`config.mk`:
```
export PLATFORM = sky130hd
export DESIGN_NAME = dwarf_cfa_action_encoder_top
export DESIGN_NICKNAME = d
export VERILOG_FILES = /design/src/hdl/dcfa_pkg.sv /design/src/hdl/dwarf_cfa_action_encoder_top.sv /design/src/hdl/dcfa_uleb.sv /design/src/hdl/dcfa_seq.sv
export SDC_FILE = /design/constraint.sdc
export NUM_CORES = 1
export LEC_CHECK = 0
export BUFFER_PORTS_ARGS = -buffer_cell sky130_fd_sc_hd__buf_2
export CORE_ASPECT_RATIO = 1.5
export CORE_MARGIN = 3
export CORE_UTILIZATION = 60
export DETAILED_ROUTE_END_ITERATION = 10
export GPL_ROUTABILITY_DRIVEN = 0
export HOLD_SLACK_MARGIN = 0.03
export PLACE_DENSITY = 0.84
export SETUP_SLACK_MARGIN = 0.2
export SYNTH_ARGS = -nofsm -noshare
export SYNTH_HDL_FRONTEND = slang
export SYNTH_HIERARCHICAL = 1
export SYNTH_SLANG_ARGS = --single-unit
```
`constraint.sdc`:
```
create_clock -name clk -period 4.38 [get_ports clk]
set_clock_uncertainty 0.05 [all_clocks]
set_input_delay 0.219 -clock clk [delete_from_list [all_inputs] [get_ports clk]]
set_output_delay 0.219 -clock clk [all_outputs]
set_load 0.05 [all_outputs]
```
`src/hdl/dcfa_pkg.sv`:
```
// shared types and constants for the dwarf cfa action encoder
// no dependencies; imported by every module of the block
package dcfa_pkg;

	localparam int unsigned OffW = 32;
	localparam int unsigned RegW = 4;
	localparam int unsigned ByteW = 8;
	localparam int unsigned GroupW = 7;

	localparam logic [RegW-1:0] LastKnownReg = 4'd8;
	localparam logic [ByteW-1:0] OpDefCfa = 8'h0c;
	localparam logic [ByteW-RegW-1:0] OpOffsetHi = 4'h8;
	localparam logic [ByteW-RegW-1:0] OpRestoreHi = 4'hc;

	typedef enum logic [1:0] {
		KIND_DEF_CFA = 2'd0,
		KIND_SAVE    = 2'd1,
		KIND_RESTORE = 2'd2,
		KIND_UNUSED  = 2'd3
	} kind_t;

	typedef enum logic [1:0] {
		ERR_NONE     = 2'd0,
		ERR_REG      = 2'd1,
		ERR_CFA_NEG  = 2'd2,
		ERR_SAVE_OFF = 2'd3
	} err_t;

	typedef enum logic [1:0] {
		ST_IDLE = 2'd0,
		ST_HEAD = 2'd1,
		ST_REGB = 2'd2,
		ST_ULEB = 2'd3
	} state_t;

	typedef enum logic [1:0] {
		SEL_HEAD = 2'd0,
		SEL_REG  = 2'd1,
		SEL_ULEB = 2'd2
	} byte_sel_t;

	typedef struct packed {
		kind_t kind;
		err_t  err;
		logic  more;
	} seq_stat_t;

	typedef struct packed {
		logic      emit;
		logic      last;
		logic      shift;
		byte_sel_t sel;
		logic      busy;
	} seq_ctrl_t;

endpackage

```
`src/hdl/dwarf_cfa_action_encoder_top.sv`:
```
// channel   | signals                              | handshake
// command   | req_type, reg_num, offset            | taken when start && !busy
// result    | out_byte, last, error                | one cycle under strobe, no stall
//
// an action is registered when taken, then its bytes (1 to 7, or none for a valid
// unused kind) leave the sequencer one per cycle; busy drops as the last byte leaves
// the sequencer, and the next start is taken while that byte is on the result ports.
// ulebs come out of one shared 7-bit group unit, one group per cycle.
// reset clears the sequencer and the strobe; the receiver cannot stall.
// depends on dcfa_pkg, dcfa_uleb, dcfa_seq
module dwarf_cfa_action_encoder_top (
	input  logic                           clk,
	input  logic                           arst_n,
	input  logic                           start,
	output logic                           busy,
	input  logic [1:0]                     req_type,
	input  logic [dcfa_pkg::RegW-1:0]      reg_num,
	input  logic signed [dcfa_pkg::OffW-1:0] offset,
	output logic                           strobe,
	output logic [dcfa_pkg::ByteW-1:0]     out_byte,
	output logic                           last,
	output logic [1:0]                     error
);
	import dcfa_pkg::*;

	kind_t              kind_in;
	err_t               err_in;
	logic               go;
	logic               skip;
	logic [OffW-1:0]    off_u;
	logic [OffW-1:0]    val_in;

	kind_t              kind_q;
	err_t               err_q;
	logic [RegW-1:0]    reg_q;
	logic [OffW-1:0]    val_q;

	logic [ByteW-1:0]   digit;
	logic               more;
	logic [OffW-1:0]    val_next;
	logic [ByteW-1:0]   head_byte;
	logic [ByteW-1:0]   byte_sel;

	seq_stat_t          stat;
	seq_ctrl_t          ctrl;

	logic               strobe_q;
	logic [ByteW-1:0]   out_byte_q;
	logic               last_q;
	err_t               error_q;

	assign kind_in = kind_t'(req_type);
	assign off_u   = offset;
	assign go      = start && !busy;

	always_comb begin
		err_in = ERR_NONE;
		if (reg_num > LastKnownReg) begin
			err_in = ERR_REG;
		end else if (kind_in == KIND_DEF_CFA && off_u[OffW-1]) begin
			err_in = ERR_CFA_NEG;
		end else if (kind_in == KIND_SAVE && (!off_u[OffW-1] || off_u[1:0] != 2'b00)) begin
			err_in = ERR_SAVE_OFF;
		end
	end

	assign skip = (err_in == ERR_NONE) && (kind_in == KIND_UNUSED);

	// save slots are encoded as the positive word count
	assign val_in = (kind_in == KIND_SAVE) ? ((OffW'(0) - off_u) >> 2) : off_u;

	always_ff @(posedge clk) begin
		if (go) begin
			kind_q <= kind_in;
			err_q  <= err_in;
			reg_q  <= reg_num;
			val_q  <= val_in;
		end else if (ctrl.shift) begin
			val_q  <= val_next;
		end
	end

	dcfa_uleb u_uleb (
		.val      (val_q),
		.digit    (digit),
		.more     (more),
		.val_next (val_next)
	);

	assign stat.kind = kind_q;
	assign stat.err  = err_q;
	assign stat.more = more;

	dcfa_seq u_seq (
		.clk    (clk),
		.arst_n (arst_n),
		.go     (go),
		.skip   (skip),
		.stat   (stat),
		.ctrl   (ctrl)
	);

	always_comb begin
		head_byte = '0;
		if (err_q == ERR_NONE) begin
			case (kind_q)
				KIND_DEF_CFA: head_byte = OpDefCfa;
				KIND_SAVE:    head_byte = {OpOffsetHi, reg_q};
				KIND_RESTORE: head_byte = {OpRestoreHi, reg_q};
				default:      head_byte = '0;
			endcase
		end
	end

	// register numbers fit one group, so the register byte never continues
	always_comb begin
		case (ctrl.sel)
			SEL_HEAD: byte_sel = head_byte;
			SEL_REG:  byte_sel = {{(ByteW-RegW){1'b0}}, reg_q};
			SEL_ULEB: byte_sel = digit;
			default:  byte_sel = '0;
		endcase
	end

	always_ff @(posedge clk or negedge arst_n) begin
		if (!arst_n) begin
			strobe_q <= 1'b0;
		end else begin
			strobe_q <= ctrl.emit;
		end
	end

	always_ff @(posedge clk) begin
		if (ctrl.emit) begin
			out_byte_q <= byte_sel;
			last_q     <= ctrl.last;
			error_q    <= (ctrl.sel == SEL_HEAD) ? err_q : ERR_NONE;
		end
	end

	assign busy     = ctrl.busy;
	assign strobe   = strobe_q;
	assign out_byte = out_byte_q;
	assign last     = last_q;
	assign error    = error_q;

endmodule

```
`src/hdl/dcfa_uleb.sv`:
```
// shared uleb128 digit unit: one 7-bit group per use
// depends on dcfa_pkg
module dcfa_uleb (
	input  logic [dcfa_pkg::OffW-1:0]  val,
	output logic [dcfa_pkg::ByteW-1:0] digit,
	output logic                       more,
	output logic [dcfa_pkg::OffW-1:0]  val_next
);
	import dcfa_pkg::*;

	always_comb begin
		val_next = val >> GroupW;
		more     = (val_next != '0);
		digit    = {more, val[GroupW-1:0]};
	end

endmodule

```
`src/hdl/dcfa_seq.sv`:
```
// byte sequencer: header, def_cfa register byte, then uleb groups
// depends on dcfa_pkg
module dcfa_seq (
	input  logic                clk,
	input  logic                arst_n,
	input  logic                go,
	input  logic                skip,
	input  dcfa_pkg::seq_stat_t stat,
	output dcfa_pkg::seq_ctrl_t ctrl
);
	import dcfa_pkg::*;

	state_t state_q;
	state_t state_nxt;
	logic   head_last;

	assign head_last = (stat.err != ERR_NONE) || (stat.kind == KIND_RESTORE);

	always_ff @(posedge clk or negedge arst_n) begin
		if (!arst_n) begin
			state_q <= ST_IDLE;
		end else begin
			state_q <= state_nxt;
		end
	end

	always_comb begin
		state_nxt = state_q;
		case (state_q)
			ST_IDLE: begin
				if (go && !skip) begin
					state_nxt = ST_HEAD;
				end
			end
			ST_HEAD: begin
				if (head_last) begin
					state_nxt = ST_IDLE;
				end else if (stat.kind == KIND_DEF_CFA) begin
					state_nxt = ST_REGB;
				end else begin
					state_nxt = ST_ULEB;
				end
			end
			ST_REGB: state_nxt = ST_ULEB;
			ST_ULEB: begin
				if (!stat.more) begin
					state_nxt = ST_IDLE;
				end
			end
			default: state_nxt = ST_IDLE;
		endcase
	end

	always_comb begin
		ctrl       = '0;
		ctrl.sel   = SEL_HEAD;
		ctrl.busy  = (state_q != ST_IDLE);
		case (state_q)
			ST_IDLE: ctrl.emit = 1'b0;
			ST_HEAD: begin
				ctrl.emit = 1'b1;
				ctrl.last = head_last;
			end
			ST_REGB: begin
				ctrl.emit = 1'b1;
				ctrl.sel  = SEL_REG;
			end
			ST_ULEB: begin
				ctrl.emit  = 1'b1;
				ctrl.sel   = SEL_ULEB;
				ctrl.last  = !stat.more;
				ctrl.shift = 1'b1;
			end
			default: ctrl.emit = 1'b0;
		endcase
	end

endmodule

```
==> Flow_metrics.wiki <==
{| class="wikitable"
! Metric !! Value
|-
| Outcome || finished, final reports clean
|-
| Commonest non-fill, non-tap cell in the layout || sky130_fd_sc_hd__buf_2
|-
| Die Height || 97.68 um
|-
| Switching part of the total power || between 30 and 40%
|-
| Number of buffers between clock root and the deepest sink || 2
|-
| Count of cells along the worst register-to-register path || 5
|-
| Unique masters post-synth || 58
|-
| Number of hold violations in the final report || 0
|-
| Minimum clock period || approximately 2.8 ns
|-
| Pins Over Slew Limit || 0
|-
| Die Span X || between 60 and 70 um
|-
| Die outline area || 6556 um2
|-
| Proportion of power drawn by flip-flops and latches || between 40% and 50%
|-
| Launch instance of the worst min-delay path || reg_num[0]
|-
| Overall power after layout || ~2.0 mW
|-
| Final cycle utilization of the critical path || a little over three fifths
|-
| Number of ports placed on the die boundary || 54
|-
| Global-route wire length before repair || around 12 mm
|-
| Portion of total power attributed to combinational logic || a little over a third
|-
| Post-synthesis instance area || 3362 um2
|-
| YS warnings || 6
|-
| Proportion of netlist area held by the largest area contributor || 45.55%
|-
| Worst hold-check slack || about 0.057 ns
|-
| Crit Path Category || reg2reg
|-
| Total gr overflow || 0
|-
| FF+latch count, synth || 54
|-
| Top library cells by usage in the layout, fill and taps aside || sky130_fd_sc_hd__buf_2, sky130_fd_sc_hd__edfxtp_1, sky130_fd_sc_hd__nand2_1
|-
| TritonCTS clock tree || built
|-
| Average wire per standard cell || roughly 17 um
|-
| Routed via count || roughly 2.6k
|-
| Ratio of routed vias to standard cells || approximately 6.2
|-
| Capture point of the worst reg-to-reg path || val_q[31]
|-
| Buffers inserted by post-CTS timing repair || 0
|-
| Cell chosen for the clock root || sky130_fd_sc_hd__clkbuf_8
|-
| Cell accounting for the most synthesized area || sky130_fd_sc_hd__edfxtp_1
|-
| Half-perimeter wire length of the detailed placement result || ~5.5 mm
|-
| Leakage power of the design || ~1.3 nW
|-
| Maximum Capacitance Violations || 0
|-
| Clock transition at the registers of the reported paths || 0.10 ns
|-
| Skew-Pair Late Insertion Delay || approximately 0.30 ns
|-
| Final-report setup violation count || 0
|-
| WL final || 7.313 mm
|-
| Post-route ant nets || 0
|-
| Highest Clock Rate || 361.4 MHz
|-
| Number of flops mapped to enable cells by yosys || a little over 50
|-
| Fraction of synthesis flops using an asynchronous set or reset pin || 5.556%
|-
| Pin count of the biggest net entering global routing || 40
|-
| N_diodes || 0
|-
| Peak ir drop on the vdd network || between 0.0002 and 0.0003 V
|-
| Internal portion of total power || 1.285 mW
|-
| Synthesized instance count || 333
|-
| Layout cells sized above 1 || 22.57%
|-
| Port Buf Inserts || 53
|-
| Register-to-register setup slack || 1.61 ns
|-
| Net switching power of the design || ~0.76 mW
|-
| Power density cells || roughly 580 nW/um2
|-
| Detailed router's first-iteration violation count || around 180
|-
| Number of antenna violations at the first check in global routing || 0
|-
| Rows || 32
|-
| Critical path required time || roughly 4.3 ns
|-
| Path class of the lowest-slack min-delay path || in2reg
|-
| Vias in the first global route || around 2.5k
|-
| Part of the Yosys area used for sequential elements || a little under half
|-
| Top cells by area, synth || sky130_fd_sc_hd__edfxtp_1, sky130_fd_sc_hd__buf_4, sky130_fd_sc_hd__a22oi_1
|-
| Initial Utilization || 63.61%
|-
| Type of origin of the critical path || flop
|-
| Most instantiated flip-flop cell in the synthesis netlist || sky130_fd_sc_hd__edfxtp_1
|-
| Gr usage total || a little under a quarter
|-
| Synth Area per Inst || a little over 10 um2
|-
| Num CTS Buffers || 5
|-
| TNS Setup || 0 ns
|-
| Kind of end point of the critical path || flop
|-
| Setup repair after global routing missed its margin || false
|-
| Worst Hold Path Cells || 1
|-
| Data arrival time of the critical path || around 2.7 ns
|-
| Worst relative slew slack || roughly a quarter
|-
| Worst R2R Start || u_seq/state_q[0]
|-
| DRC || 0
|-
| Max FO, Critical Path || 39
|-
| CTS HTree Levels || 2
|-
| Layout Nets || slightly below 400
|-
| Launch point of the worst path || u_seq/state_q[0]
|-
| First drt pass iteration count || 5
|-
| Worst hold endpoint || reg_q[0]
|-
| Transition time at the pin with the least slew margin || approximately 1.1 ns
|-
| Clock share of power || between 10% and 20%
|-
| Clock sinks || 54
|-
| Core box area || 5285 um2
|-
| Area overhead of the layout relative to synthesis || 4.838%
|}
[critical path, stage by stage (launching register included)]
cell and delay, ns:
sky130_fd_sc_hd__dfrtp_1 0.45, sky130_fd_sc_hd__or2_1 0.48, sky130_fd_sc_hd__nand2b_1 0.25, sky130_fd_sc_hd__buf_4 0.25
sky130_fd_sc_hd__nand2b_1 0.58, sky130_fd_sc_hd__buf_4 0.38
[area by class of cell]
cell class,count,area (um2)
multi-input cells,223,1389
clock buffers,5,68.82
clock inverters,3,40.04
repair buffers,59,312.8
well taps,68,85.08
fillers,458,1760
flip-flops and latches,54,1607
inverters,6,22.52
[synthesized netlist by cell type, drive strengths merged, types with 2 or more instances]
library cell and number:
o31ai 3, or2 2, a31oi 2, nor2 22
dfrtp 3, edfxtp 51, a21oi 19, inv 6
or4 4, a221o 2, o311ai 2, a22o 3
nand2b 7, o22ai 2, nor2b 4, o211ai 2
and3 2, and2 7, nand3 10, xnor2 6
o21ai 22, nor4b 3, clkbuf 12, nand2 24
nand3b 2, o41ai 2, ha 4, a22oi 15
nor3 11, nor4 9, xor2 6, buf 44
o221ai 2, or3 3, o2111ai 2, nand4 2
[how the worst max path moves through the flow]
| stage | to | slack, ns | cells past startpoint |
|---|---|---|---|
| after CTS | val_q[26] | 1.60 | 5 |
| after detailed placement | val_q[30] | 1.61 | 5 |
| final | val_q[31] | 1.61 | 5 |
| after global placement | val_q[28] | 1.73 | 5 |
| after global routing | val_q[24] | 1.43 | 5 |
| after floorplan | val_q[0] | 1.84 | 4 |
[what timing repair did]
item / in CTS / in global routing
hold endpoints to repair: 3 / 0
resized for setup: 0 / 0
hold buffers: 1 / 0
[through the flow]
| step | std cells | setup slack [ns] | util [%] | cell area (um2) |
|---|---|---|---|---|
| floorplan | 339 | 1.841 | - | 3385 |
| global placement | 409 | 1.735 | 64.44 | 3406 |
| detailed placement | 409 | 1.606 | 64.44 | 3406 |
| CTS | 418 | 1.598 | 66.69 | 3525 |
| global route | 418 | 1.426 | 66.69 | 3525 |
| finish | 418 | 1.613 | 66.69 | 3525 |
[power groups by stage]
stage	logic (mW)	clock network (mW)	registers (mW)
6_report	0.711	0.329	1.01
5_1_grt	0.777	0.348	1.03
4_1_cts	0.712	0.334	1.01
3_5_place_dp	0.707	0	1.02
3_3_place_gp	0.685	0	1.01
2_1_floorplan	0.554	0	1.15
[registers in the layout, indices dropped and copies added (netlist names), 2 cells and up, named ones only]
| signal | flops |
|---|---|
| err_q | 2 |
| error | 2 |
| kind_q | 2 |
| out_byte | 8 |
| reg_q | 4 |
| val_q | 32 |
[cells by family (layout without fill, tap and decap cells)]
group,count (synthesis),count (layout),share of synthesized area (%)
AO/OA/AOI/OAI,86,86,16.82
XOR/XNOR,12,12,3.126
adder cells (fa/ha/maj),4,4,1.489
buffers and inverters,62,73,11.57
flip-flops,54,54,47.79
multiplexers,1,1,0.3349
other,1,7,0.1115
AND/OR/NAND/NOR,113,113,18.76
[routing by layer]
layer,routed length [um],global-route usage [%]
met1,2591,26.03
met2,4029,43.94
met3,516,3.125
met4,175,10.00
met5,0,0
Power figures use the tool's default switching activity.
